$ cat src/rtl/mgm_pkg.sv
`timescale 1ns / 1ps
`default_nettype none
package mgm_pkg;

    localparam int MAX_ORDERS_DEF = 64;
    localparam int FRAC_BITS_DEF  = 16;
    localparam int MANT_BITS      = 30;
    localparam int MAG_W          = 32;
    localparam int ORD_W          = 7;
    localparam int EPS_W          = 16;
    localparam int CFG_W          = 16;
    localparam int CFG_IDX_W      = 1;
    localparam int CMP_W          = 9;

    localparam logic [CFG_IDX_W-1:0] REG_ORDERS  = 1'd0;
    localparam logic [CFG_IDX_W-1:0] REG_EPSILON = 1'd1;

    typedef enum logic [2:0] {
        S_IDLE,
        S_LOG,
        S_END,
        S_MEAN,
        S_OUT
    } t_top_state;

    typedef enum logic [2:0] {
        A_IDLE,
        A_NORM,
        A_SQR,
        A_DIV,
        A_FIX,
        A_LOAD,
        A_SQRT,
        A_SCALE
    } t_ar_state;

    typedef struct packed {
        logic start_log;
        logic start_mean;
    } t_ar_cmd;

    typedef struct packed {
        logic log_done;
        logic mean_done;
    } t_ar_sts;

endpackage
`default_nettype wire

$ cat src/rtl/mgm_if.sv
`timescale 1ns / 1ps
`default_nettype none
interface mgm_in_if;
    logic                        valid;
    logic                        ready;
    logic [mgm_pkg::MAG_W-1:0]   magnitude;
    logic [mgm_pkg::ORD_W-1:0]   order_count;

    modport source (output valid, output magnitude, output order_count, input ready);
    modport sink   (input valid, input magnitude, input order_count, output ready);
endinterface

interface mgm_out_if;
    logic                        valid;
    logic                        ready;
    logic [mgm_pkg::MAG_W-1:0]   geo_mean;

    modport source (output valid, output geo_mean, input ready);
    modport sink   (input valid, input geo_mean, output ready);
endinterface
`default_nettype wire

$ cat src/rtl/mgm_arith.sv
`timescale 1ns / 1ps
`default_nettype none
module mgm_arith #(
    parameter int MAX_ORDERS = mgm_pkg::MAX_ORDERS_DEF,
    parameter int FRAC_BITS  = mgm_pkg::FRAC_BITS_DEF,
    localparam int LOG_W     = FRAC_BITS + 7,
    localparam int LEN_W     = $clog2(MAX_ORDERS + 1),
    localparam int ACC_W     = LOG_W + LEN_W
) (
    input  wire logic                       i_clk,
    input  wire logic                       i_rst_n,
    input  wire mgm_pkg::t_ar_cmd           i_cmd,
    input  wire logic [mgm_pkg::MAG_W:0]    i_x,
    input  wire logic signed [ACC_W-1:0]    i_acc,
    input  wire logic [LEN_W-1:0]           i_div,
    output mgm_pkg::t_ar_sts                o_sts,
    output logic signed [LOG_W-1:0]         o_log,
    output logic [mgm_pkg::MAG_W-1:0]       o_geo
);
    import mgm_pkg::*;

    localparam int CNT_W = $clog2(ACC_W + MANT_BITS + 1);
    localparam int BIT_W = $clog2(FRAC_BITS + 1);
    localparam int X_W   = MAG_W + 1;

    t_ar_state r_state, n_state;

    logic [CNT_W-1:0]        r_cnt;
    logic [BIT_W-1:0]        r_bit;
    logic [X_W-1:0]          r_v;
    logic [5:0]              r_lz;
    logic signed [6:0]       r_int;
    logic [MANT_BITS:0]      r_m;
    logic [FRAC_BITS-1:0]    r_frac;
    logic                    r_neg;
    logic [ACC_W-1:0]        r_dvd;
    logic [LEN_W-1:0]        r_dsr;
    logic [LEN_W-1:0]        r_rem;
    logic signed [ACC_W-1:0] r_mean;
    logic [FRAC_BITS-1:0]    r_fsh;
    logic [MANT_BITS:0]      r_y;
    logic [2*MANT_BITS+1:0]  r_op;
    logic [MANT_BITS:0]      r_root;
    logic [MANT_BITS+2:0]    r_srem;
    logic                    r_log_done;
    logic                    r_mean_done;
    logic [MAG_W-1:0]        r_geo;

    // normalising step
    logic [5:0]              norm_sh;
    logic                    norm_zero;
    // squaring step
    logic [2*MANT_BITS+1:0]  sq_p;
    logic [MANT_BITS+1:0]    sq_q;
    // divide step
    logic [LEN_W:0]          div_r2;
    logic                    div_ge;
    logic [ACC_W-1:0]        fix_q1;
    logic signed [ACC_W-1:0] fix_mean;
    // square-root step
    logic [MANT_BITS+4:0]    rt_r2;
    logic [MANT_BITS+2:0]    rt_trial;
    logic                    rt_ge;
    logic [MANT_BITS+1:0]    ld_y;
    // final scaling
    logic signed [ACC_W-1:0] sc_k;
    logic signed [ACC_W:0]   sc_s;
    logic signed [ACC_W:0]   sc_t;
    logic [5:0]              sc_sh;
    logic [63:0]             sc_y;
    logic [63:0]             sc_r;
    logic [MAG_W-1:0]        sc_geo;

    always_comb begin
        norm_sh   = 6'd32 >> r_cnt;
        norm_zero = (r_v >> (6'd33 - norm_sh)) == '0;

        sq_p = {{(MANT_BITS+1){1'b0}}, r_m} * {{(MANT_BITS+1){1'b0}}, r_m};
        sq_q = sq_p[2*MANT_BITS+1:MANT_BITS];

        div_r2 = {r_rem, r_dvd[ACC_W-1]};
        div_ge = div_r2 >= {1'b0, r_dsr};
        fix_q1 = r_dvd + ACC_W'(r_rem != '0);
        fix_mean = r_neg ? -$signed(fix_q1) : $signed(r_dvd);

        rt_r2    = {r_srem, r_op[2*MANT_BITS+1:2*MANT_BITS]};
        rt_trial = {r_root, 2'b01};
        rt_ge    = rt_r2 >= (MANT_BITS+5)'(rt_trial);
        ld_y     = r_fsh[0] ? {r_y, 1'b0} : {1'b0, r_y};

        sc_k  = r_mean >>> FRAC_BITS;
        sc_s  = {sc_k[ACC_W-1], sc_k} + (ACC_W+1)'(FRAC_BITS - MANT_BITS);
        sc_t  = -sc_s;
        sc_y  = {{(64-MANT_BITS-1){1'b0}}, r_y};
        sc_sh = 6'd0;
        sc_r  = '0;
        sc_geo = '0;
        if (!sc_s[ACC_W]) begin
            if (sc_s > (ACC_W+1)'(32)) begin
                sc_geo = '1;
            end else begin
                sc_sh  = 6'(sc_s);
                sc_r   = sc_y << sc_sh;
                sc_geo = (sc_r[63:32] != '0) ? '1 : sc_r[31:0];
            end
        end else if (sc_t < (ACC_W+1)'(63)) begin
            sc_sh  = 6'(sc_t);
            sc_r   = (sc_y + (64'd1 << (sc_sh - 6'd1))) >> sc_sh;
            sc_geo = sc_r[31:0];
        end
    end

    always_comb begin
        n_state = r_state;
        unique case (r_state)
            A_IDLE: begin
                if (i_cmd.start_log) begin
                    n_state = A_NORM;
                end else if (i_cmd.start_mean) begin
                    n_state = A_DIV;
                end
            end
            A_NORM:  if (r_cnt == CNT_W'(6)) n_state = A_SQR;
            A_SQR:   if (r_cnt == CNT_W'(FRAC_BITS - 1)) n_state = A_IDLE;
            A_DIV:   if (r_cnt == CNT_W'(ACC_W - 1)) n_state = A_FIX;
            A_FIX:   n_state = A_LOAD;
            A_LOAD:  n_state = A_SQRT;
            A_SQRT: begin
                if (r_cnt == CNT_W'(MANT_BITS)) begin
                    n_state = (r_bit == BIT_W'(FRAC_BITS - 1)) ? A_SCALE : A_LOAD;
                end
            end
            A_SCALE: n_state = A_IDLE;
            default: n_state = A_IDLE;
        endcase
    end

    always_ff @(posedge i_clk) begin
        if (!i_rst_n) begin
            r_state     <= A_IDLE;
            r_log_done  <= 1'b0;
            r_mean_done <= 1'b0;
        end else begin
            r_state     <= n_state;
            r_log_done  <= (r_state == A_SQR) && (n_state == A_IDLE);
            r_mean_done <= (r_state == A_SCALE);
        end
    end

    always_ff @(posedge i_clk) begin
        r_cnt <= r_cnt + CNT_W'(1);
        case (r_state)
            A_IDLE: begin
                r_cnt <= '0;
                r_v   <= i_x;
                r_lz  <= '0;
                r_neg <= i_acc[ACC_W-1];
                r_dvd <= i_acc[ACC_W-1] ? ACC_W'(-i_acc) : ACC_W'(i_acc);
                r_dsr <= i_div;
                r_rem <= '0;
            end
            A_NORM: begin
                if (r_cnt == CNT_W'(6)) begin
                    r_cnt  <= '0;
                    r_int  <= 7'sd32 - 7'(r_lz) - 7'(FRAC_BITS);
                    r_m    <= r_v[X_W-1:2];
                    r_frac <= '0;
                end else if (norm_zero) begin
                    r_v  <= r_v << norm_sh;
                    r_lz <= r_lz + norm_sh;
                end
            end
            A_SQR: begin
                if (sq_q[MANT_BITS+1]) begin
                    r_m    <= sq_q[MANT_BITS+1:1];
                    r_frac <= {r_frac[FRAC_BITS-2:0], 1'b1};
                end else begin
                    r_m    <= sq_q[MANT_BITS:0];
                    r_frac <= {r_frac[FRAC_BITS-2:0], 1'b0};
                end
            end
            A_DIV: begin
                r_rem <= div_ge ? LEN_W'(div_r2 - {1'b0, r_dsr}) : LEN_W'(div_r2);
                r_dvd <= {r_dvd[ACC_W-2:0], div_ge};
            end
            A_FIX: begin
                r_mean <= fix_mean;
                r_fsh  <= fix_mean[FRAC_BITS-1:0];
                r_y    <= (MANT_BITS+1)'(1) << MANT_BITS;
                r_bit  <= '0;
            end
            A_LOAD: begin
                r_op   <= {ld_y, {MANT_BITS{1'b0}}};
                r_root <= '0;
                r_srem <= '0;
                r_cnt  <= '0;
                r_fsh  <= r_fsh >> 1;
            end
            A_SQRT: begin
                r_op <= r_op << 2;
                if (rt_ge) begin
                    r_srem <= (MANT_BITS+3)'(rt_r2 - (MANT_BITS+5)'(rt_trial));
                    r_root <= {r_root[MANT_BITS-1:0], 1'b1};
                end else begin
                    r_srem <= (MANT_BITS+3)'(rt_r2);
                    r_root <= {r_root[MANT_BITS-1:0], 1'b0};
                end
                if (r_cnt == CNT_W'(MANT_BITS)) begin
                    r_y   <= {r_root[MANT_BITS-1:0], rt_ge};
                    r_bit <= r_bit + BIT_W'(1);
                end
            end
            A_SCALE: r_geo <= sc_geo;
            default: ;
        endcase
    end

    assign o_sts.log_done  = r_log_done;
    assign o_sts.mean_done = r_mean_done;
    assign o_log           = {r_int, r_frac};
    assign o_geo           = r_geo;

endmodule
`default_nettype wire

$ cat src/rtl/masked_geometric_mean_top.sv
// Masked geometric mean over the orders of one column, unsigned fixed point
// with FRAC_BITS fraction bits.
//
// i_in carries one magnitude per beat; order_count is sampled on the first
// beat of a column. A column is orders_per_column beats long (0 reads as 1,
// anything above MAX_ORDERS as MAX_ORDERS). o_out carries one geo_mean beat
// at the end of each column. Configuration goes through i_cfg_we / i_cfg_idx
// / i_cfg_data while idle, a rule for the user that the block does not enforce.
//
// Flow: one input beat at a time. A used, nonzero value runs the normalise
// steps and then the FRAC_BITS-step square-and-compare log2 loop on one
// 31x31 multiplier; an unused or zero value skips the log. The last beat of a
// column adds the mean: a restoring divide over LOG_W + LEN_W quotient bits,
// then FRAC_BITS square roots on the shared root unit; an empty or zero
// column skips the mean.
//
// Reset (synchronous, active low) clears the column position, sum and the
// output valid flag, and sets both registers to 1. A stalled receiver holds
// the result; the block takes further beats until a second result is ready,
// then waits.
`timescale 1ns / 1ps
`default_nettype none
module masked_geometric_mean_top #(
    parameter int MAX_ORDERS = mgm_pkg::MAX_ORDERS_DEF,
    parameter int FRAC_BITS  = mgm_pkg::FRAC_BITS_DEF
) (
    input  wire logic                           i_clk,
    input  wire logic                           i_rst_n,
    input  wire logic                           i_cfg_we,
    input  wire logic [mgm_pkg::CFG_IDX_W-1:0]  i_cfg_idx,
    input  wire logic [mgm_pkg::CFG_W-1:0]      i_cfg_data,
    mgm_in_if.sink                              i_in,
    mgm_out_if.source                           o_out
);
    import mgm_pkg::*;

    localparam int LOG_W = FRAC_BITS + 7;
    localparam int LEN_W = $clog2(MAX_ORDERS + 1);
    localparam int ACC_W = LOG_W + LEN_W;

    t_top_state r_state, n_state;

    logic [ORD_W-1:0]        r_opc;
    logic [EPS_W-1:0]        r_eps;
    logic [LEN_W-1:0]        r_pos;
    logic [LEN_W-1:0]        r_lat;
    logic signed [ACC_W-1:0] r_acc;
    logic                    r_zero;
    logic                    r_last;
    logic [MAG_W:0]          r_x;
    logic [MAG_W-1:0]        r_res;
    logic                    r_out_valid;
    logic [MAG_W-1:0]        r_out_data;

    t_ar_cmd                 ar_cmd;
    t_ar_sts                 ar_sts;
    logic signed [LOG_W-1:0] ar_log;
    logic [MAG_W-1:0]        ar_geo;

    logic                    in_acc;
    logic                    out_load;
    logic [CMP_W-1:0]        len9;
    logic [CMP_W-1:0]        oc9;
    logic [CMP_W-1:0]        pos9;
    logic [CMP_W-1:0]        lat9;
    logic [MAG_W:0]          x_now;
    logic                    used;
    logic                    need_log;

    always_comb begin
        len9 = (r_opc == '0) ? CMP_W'(1) : CMP_W'(r_opc);
        if (len9 > CMP_W'(MAX_ORDERS)) begin
            len9 = CMP_W'(MAX_ORDERS);
        end
        oc9  = CMP_W'(i_in.order_count);
        pos9 = CMP_W'(r_pos);
        if (r_pos == '0) begin
            lat9 = (oc9 > len9) ? len9 : oc9;
        end else begin
            lat9 = CMP_W'(r_lat);
        end
        x_now    = {1'b0, i_in.magnitude} + (MAG_W+1)'(r_eps);
        used     = pos9 < lat9;
        need_log = used && (x_now != '0);
        in_acc   = i_in.valid && i_in.ready;
        out_load = (r_state == S_OUT) && (!r_out_valid || o_out.ready);
    end

    always_comb begin
        n_state = r_state;
        unique case (r_state)
            S_IDLE: begin
                if (in_acc) begin
                    n_state = need_log ? S_LOG : S_END;
                end
            end
            S_LOG: if (ar_sts.log_done) n_state = S_END;
            S_END: begin
                if (!r_last) begin
                    n_state = S_IDLE;
                end else if ((r_lat == '0) || r_zero) begin
                    n_state = S_OUT;
                end else begin
                    n_state = S_MEAN;
                end
            end
            S_MEAN: if (ar_sts.mean_done) n_state = S_OUT;
            S_OUT:  if (out_load) n_state = S_IDLE;
            default: n_state = S_IDLE;
        endcase
    end

    always_comb begin
        i_in.ready        = (r_state == S_IDLE);
        ar_cmd.start_log  = (r_state == S_IDLE) && in_acc && need_log;
        ar_cmd.start_mean = (r_state == S_END) && r_last && (r_lat != '0) && !r_zero;
    end

    always_ff @(posedge i_clk) begin
        if (!i_rst_n) begin
            r_state     <= S_IDLE;
            r_opc       <= ORD_W'(1);
            r_eps       <= EPS_W'(1);
            r_pos       <= '0;
            r_lat       <= '0;
            r_acc       <= '0;
            r_zero      <= 1'b0;
            r_out_valid <= 1'b0;
        end else begin
            r_state <= n_state;
            if (i_cfg_we) begin
                unique case (i_cfg_idx)
                    REG_ORDERS:  r_opc <= i_cfg_data[ORD_W-1:0];
                    REG_EPSILON: r_eps <= i_cfg_data[EPS_W-1:0];
                    default: ;
                endcase
            end
            if (in_acc) begin
                r_lat  <= LEN_W'(lat9);
                r_last <= (pos9 + CMP_W'(1)) >= len9;
                if (r_pos == '0) begin
                    r_acc  <= '0;
                    r_zero <= used && (x_now == '0);
                end else if (used && (x_now == '0)) begin
                    r_zero <= 1'b1;
                end
            end
            if ((r_state == S_LOG) && ar_sts.log_done) begin
                r_acc <= r_acc + {{(ACC_W-LOG_W){ar_log[LOG_W-1]}}, ar_log};
            end
            if (r_state == S_END) begin
                if (r_last) begin
                    // column complete: drop state, sum already handed over
                    r_pos  <= '0;
                    r_lat  <= '0;
                    r_acc  <= '0;
                    r_zero <= 1'b0;
                    r_res  <= (r_lat == '0) ? MAG_W'(1) << FRAC_BITS : '0;
                end else begin
                    r_pos <= r_pos + LEN_W'(1);
                end
            end
            if ((r_state == S_MEAN) && ar_sts.mean_done) begin
                r_res <= ar_geo;
            end
            if (out_load) begin
                r_out_valid <= 1'b1;
                r_out_data  <= r_res;
            end else if (o_out.ready) begin
                r_out_valid <= 1'b0;
            end
        end
    end

    always_ff @(posedge i_clk) begin
        if (in_acc) begin
            r_x <= x_now;
        end
    end

    mgm_arith #(
        .MAX_ORDERS (MAX_ORDERS),
        .FRAC_BITS  (FRAC_BITS)
    ) u_arith (
        .i_clk   (i_clk),
        .i_rst_n (i_rst_n),
        .i_cmd   (ar_cmd),
        .i_x     ((r_state == S_IDLE) ? x_now : r_x),
        .i_acc   (r_acc),
        .i_div   (r_lat),
        .o_sts   (ar_sts),
        .o_log   (ar_log),
        .o_geo   (ar_geo)
    );

    assign o_out.valid    = r_out_valid;
    assign o_out.geo_mean = r_out_data;

endmodule
`default_nettype wire

$ cat src/flat_wrapper.sv
// flat-port wrapper written by rule: the top's interface ports become plain ports
module masked_geometric_mean_top_flat import mgm_pkg::*;
#(
    parameter int MAX_ORDERS = mgm_pkg::MAX_ORDERS_DEF,
    parameter int FRAC_BITS  = mgm_pkg::FRAC_BITS_DEF
)
  (i_clk, i_rst_n, i_cfg_we, i_cfg_idx, i_cfg_data, i_in_valid, i_in_magnitude, i_in_order_count, i_in_ready, o_out_valid, o_out_geo_mean, o_out_ready);
  mgm_in_if i_in_i ();
  mgm_out_if o_out_i ();
  input  wire logic i_clk;
  input  wire logic i_rst_n;
  input  wire logic i_cfg_we;
  input  wire logic [mgm_pkg::CFG_IDX_W-1:0] i_cfg_idx;
  input  wire logic [mgm_pkg::CFG_W-1:0] i_cfg_data;
  input wire logic [$bits(i_in_i.valid)-1:0] i_in_valid;
  input wire logic [$bits(i_in_i.magnitude)-1:0] i_in_magnitude;
  input wire logic [$bits(i_in_i.order_count)-1:0] i_in_order_count;
  output wire logic [$bits(i_in_i.ready)-1:0] i_in_ready;
  output wire logic [$bits(o_out_i.valid)-1:0] o_out_valid;
  output wire logic [$bits(o_out_i.geo_mean)-1:0] o_out_geo_mean;
  input wire logic [$bits(o_out_i.ready)-1:0] o_out_ready;
  assign i_in_i.valid = i_in_valid;
  assign i_in_i.magnitude = i_in_magnitude;
  assign i_in_i.order_count = i_in_order_count;
  assign i_in_ready = i_in_i.ready;
  assign o_out_valid = o_out_i.valid;
  assign o_out_geo_mean = o_out_i.geo_mean;
  assign o_out_i.ready = o_out_ready;
  masked_geometric_mean_top #(.MAX_ORDERS(MAX_ORDERS), .FRAC_BITS(FRAC_BITS)) u_core (.i_clk(i_clk), .i_rst_n(i_rst_n), .i_cfg_we(i_cfg_we), .i_cfg_idx(i_cfg_idx), .i_cfg_data(i_cfg_data), .i_in(i_in_i), .o_out(o_out_i));
endmodule
$ cat config.mk
export PLATFORM = sky130hd
export DESIGN_NAME = masked_geometric_mean_top_flat
export DESIGN_NICKNAME = d
export VERILOG_FILES = /design/src/rtl/mgm_pkg.sv /design/src/rtl/mgm_if.sv /design/src/rtl/mgm_arith.sv /design/src/rtl/masked_geometric_mean_top.sv /design/src/flat_wrapper.sv
export SDC_FILE = /design/constraint.sdc
export NUM_CORES = 2
export LEC_CHECK = 0
export BUFFER_PORTS_ARGS = -buffer_cell sky130_fd_sc_hd__buf_2
export CAP_MARGIN = 40
export CORE_UTILIZATION = 65
export CTS_BUF_LIST = sky130_fd_sc_hd__clkbuf_4 sky130_fd_sc_hd__clkbuf_8
export DETAILED_ROUTE_END_ITERATION = 12
export HOLD_SLACK_MARGIN = 0.03
export PLACE_DENSITY_LB_ADDON = 0.12
export SLEW_MARGIN = 40
export SYNTH_ARGS = -nofsm -noshare
export SYNTH_HDL_FRONTEND = slang
export SYNTH_SLANG_ARGS = --single-unit
$ cat constraint.sdc
create_clock -name i_clk -period 25.1 [get_ports i_clk]
set_input_delay 1.255 -clock i_clk [delete_from_list [all_inputs] [get_ports i_clk]]
set_output_delay 1.255 -clock i_clk [all_outputs]
set_load 0.05 [all_outputs]
==> results.cfg <==
[yosys]
netlist_instances = 7307
avgSynthCellArea_um2 = 8.98
async_flop_share = 0
synth-xor-area-share = 0.0331
synth_common_cells = inv_1, fa_1, nand2_1
synth_area_leaders = fa_1, edfxtp_1, ha_1, inv_1, nand2_1
ys_types = 87
yosysSeqAreaShare = 0.222
ys_ff_latch = 513
syn_nets = 8581
synth_top_family_by_area = adder cells
synth_compound_area_frac = 0.143
synth_edf_count = 430
synth-simple-area-share = 0.152
synth_area_um2 = 65600
yosysWarningCount = 0
synth_mux_area_frac = 0.0433
yosysTopAreaCellShare = 0.231
synth-adder-area-share = 0.318
synth.most_common_cell = inv_1
synth.largest_area_cell = fa_1
ys.flop_type = edfxtp_1

[placement]
placed_area_um2 = 67200
numPortBuffers = 94
gp_congestion = 1.00
hpwl_um = 137000
place_inst = 8432
place_ws_ps = 14820

[clock_tree]
cts_sinks = 513
clkTransAtPathRegs_ps = 60
numCtsBuffers = 87
cts_tree = done
clock_latency_ps = 750
cts-resized-gates = 0
max-clock-path-buffers = 3
cts-root-buf = clkbuf_8
hold_buffers = 0
cts_htree_levels = 3
postCtsSetupBuffers = 0

[run_status]
status = finished, final reports clean

[worst_setup_path]
cp.arrival_ps = 10980
critPathRequiredTime_ps = 25600
crit_buf_inv = 8
r2r_start = u_core.u_arith.r_m[17]$_DFFE_PP_
cp-start-kind = flip-flop
cp_slowest_cell = edfxtp_1
end_kind = flip-flop
slowest_delay_ps = 830
worstPathMaxFanout = 24
cp_top_family = adder cells
cp-startpoint = u_core.u_arith.r_m[17]$_DFFE_PP_
path_class = reg -> reg
cpMostUsedCell = fa_1

[power_and_ir_drop]
seqPwrFrac = 0.186
clock_power_share = 0.143
power_switching_uw = 2880
power_density_nw_per_um2 = 84.1
cell_internal_pwr_uw = 2940
p_sw_frac = 0.495
p_leak_uw = 0.0317
pwr-share-comb = 0.671
max-vdd-ir-drop_mv = 0.167

[worst_hold_path]
min-delay-start = u_core.r_res[17]$_SDFFCE_PN0P_
holdCritPathClass = reg -> reg

[global_route]
grt-busiest-layer = met2
grt_start_max_net_pins = 81
track_usage = 0.363
grt_pass1_wl_um = 292000
overflow = 0
met2_usage = 0.569
use_met1 = 0.492
grtUsageMet3 = 0.0889
grt_pass1_vias = 53500
antenna_found_initial = 2

[drt]
wire_per_inst_um = 21.2
drtIter0Drc = 5396
post_drt_via_cell_ratio = 6.27
drt_wl_total_um = 183000
first_pass_iters = 9
vias = 53900
detail-route-antenna-nets = 0
drc = 0

[sta]
post-route-period-util = 0.418
slew_headroom = 0.434
worst_pin_slew_ps = 849
rsz0062_at_grt = no
setup_viol = 0
drv_slew = 0
timing.setup.tns_ps = 0
fmaxAchievable_ghz = 0.0954
layout_min_cycle_time_ps = 10480
final.setup.worst_slack_ps = 14620
timing.hold.ws_ps = 407
finClkSkew_ps = 63.2
hold_viol_final = 0

[floorplan]
core.rowCount = 116
core_um2 = 100000
start_util = 0.656
num_io_pins = 95
dieArea_um2 = 102000
chipWidth_um = 320
fp.dieH_um = 320

[run]
drv_cap = 0

[final_layout]
drive_above_1_share = 0.0678
nets = 8499
area_delta_synth_final_pct = 5.45
fin_cells = 8600
final_area_um2 = 69200
fillerInstances = 7946
==> cell usage in the layout, fill, tap and decap left out, types with 94 or more instances in the layout <==
cell type,count
nor2_1,511
nor3_1,94
nand3_1,162
and2_1,260
edfxtp_1,430
xnor2_1,146
mux2i_1,157
ha_1,454
fa_1,757
nand2_1,741
buf_2,94
inv_1,1167
o21ai_0,297
a21oi_1,394
==> cells by family (layout without fill, tap and decap cells) <==
group | Yosys count | in the layout
mux | 228 | 228
fa+ha+maj | 1214 | 1214
flops | 513 | 513
xor+xnor | 248 | 248
other cells | 0 | 3
simple gates | 2126 | 2126
compound gates | 1438 | 1438
buf+inv | 1540 | 1532
==> final timing paths <==
kind,to,slack (ps),cells past startpoint
setup / recovery,u_core.u_arith.r_m[18]$_DFFE_PP_,14620,29
hold / removal,u_core.o_out.geo_mean[17]$_DFFE_PP_,410,0
setup reg to reg,u_core.u_arith.r_m[18]$_DFFE_PP_,14620,29
hold reg to reg,u_core.o_out.geo_mean[17]$_DFFE_PP_,410,0
==> layout make-up <==
cell class	instances	area [um2]	share of cell area
tap	1298	1620	0.0235
inverter	1178	4420	0.0639
timing repair buffer	191	1220	0.0177
antenna	3	7.51	0.000108
multi-input combinational	5254	45400	0.657
sequential	513	14600	0.211
clock inverter	48	463	0.00669
clock buffer	115	1440	0.0208
==> per-stage QoR <==
step	total power, uW	util
after detailed placement	4860	0.672
after global routing	6300	0.692
after floorplan	3800	-
after CTS	5740	0.691
after global placement	4780	0.672
final	5820	0.692
==> flip-flops by register name (all words and copies together) (netlist names), 32 cells and up <==
signal / flops
u_core.u_arith.r_op: 32
u_core.u_arith.r_v: 33
u_core.r_x: 33
u_core.u_arith.r_srem: 33
u_core.r_res: 32
u_core.o_out.geo_mean: 32
u_core.u_arith.o_geo: 32
==> worst register-to-register path: cells and delay by family (launching register included) <==
kind            cells  cell delay, ps
flops               1             830
simple gates        3            1050
xor+xnor            1             650
fa+ha+maj           9            4480
compound gates      8            2270
buf+inv             8             960
==> power by group through the flow <==
stage	Combinational, uW	Clock (uW)	Sequential [uW]
after floorplan	2760	0	1040
after global placement	3680	0	1090
after detailed placement	3770	0	1090
after CTS	3810	850	1080
after global routing	4340	884	1080
final	3910	834	1080
==> per-layer routing <==
metal | wire length, um | part of all wire
met2 | 82000 | 0.45
met4 | 7100 | 0.039
met1 | 73200 | 0.40
met3 | 20200 | 0.11
met5 | 10 | 0.000055
Power figures use the tool's default switching activity.
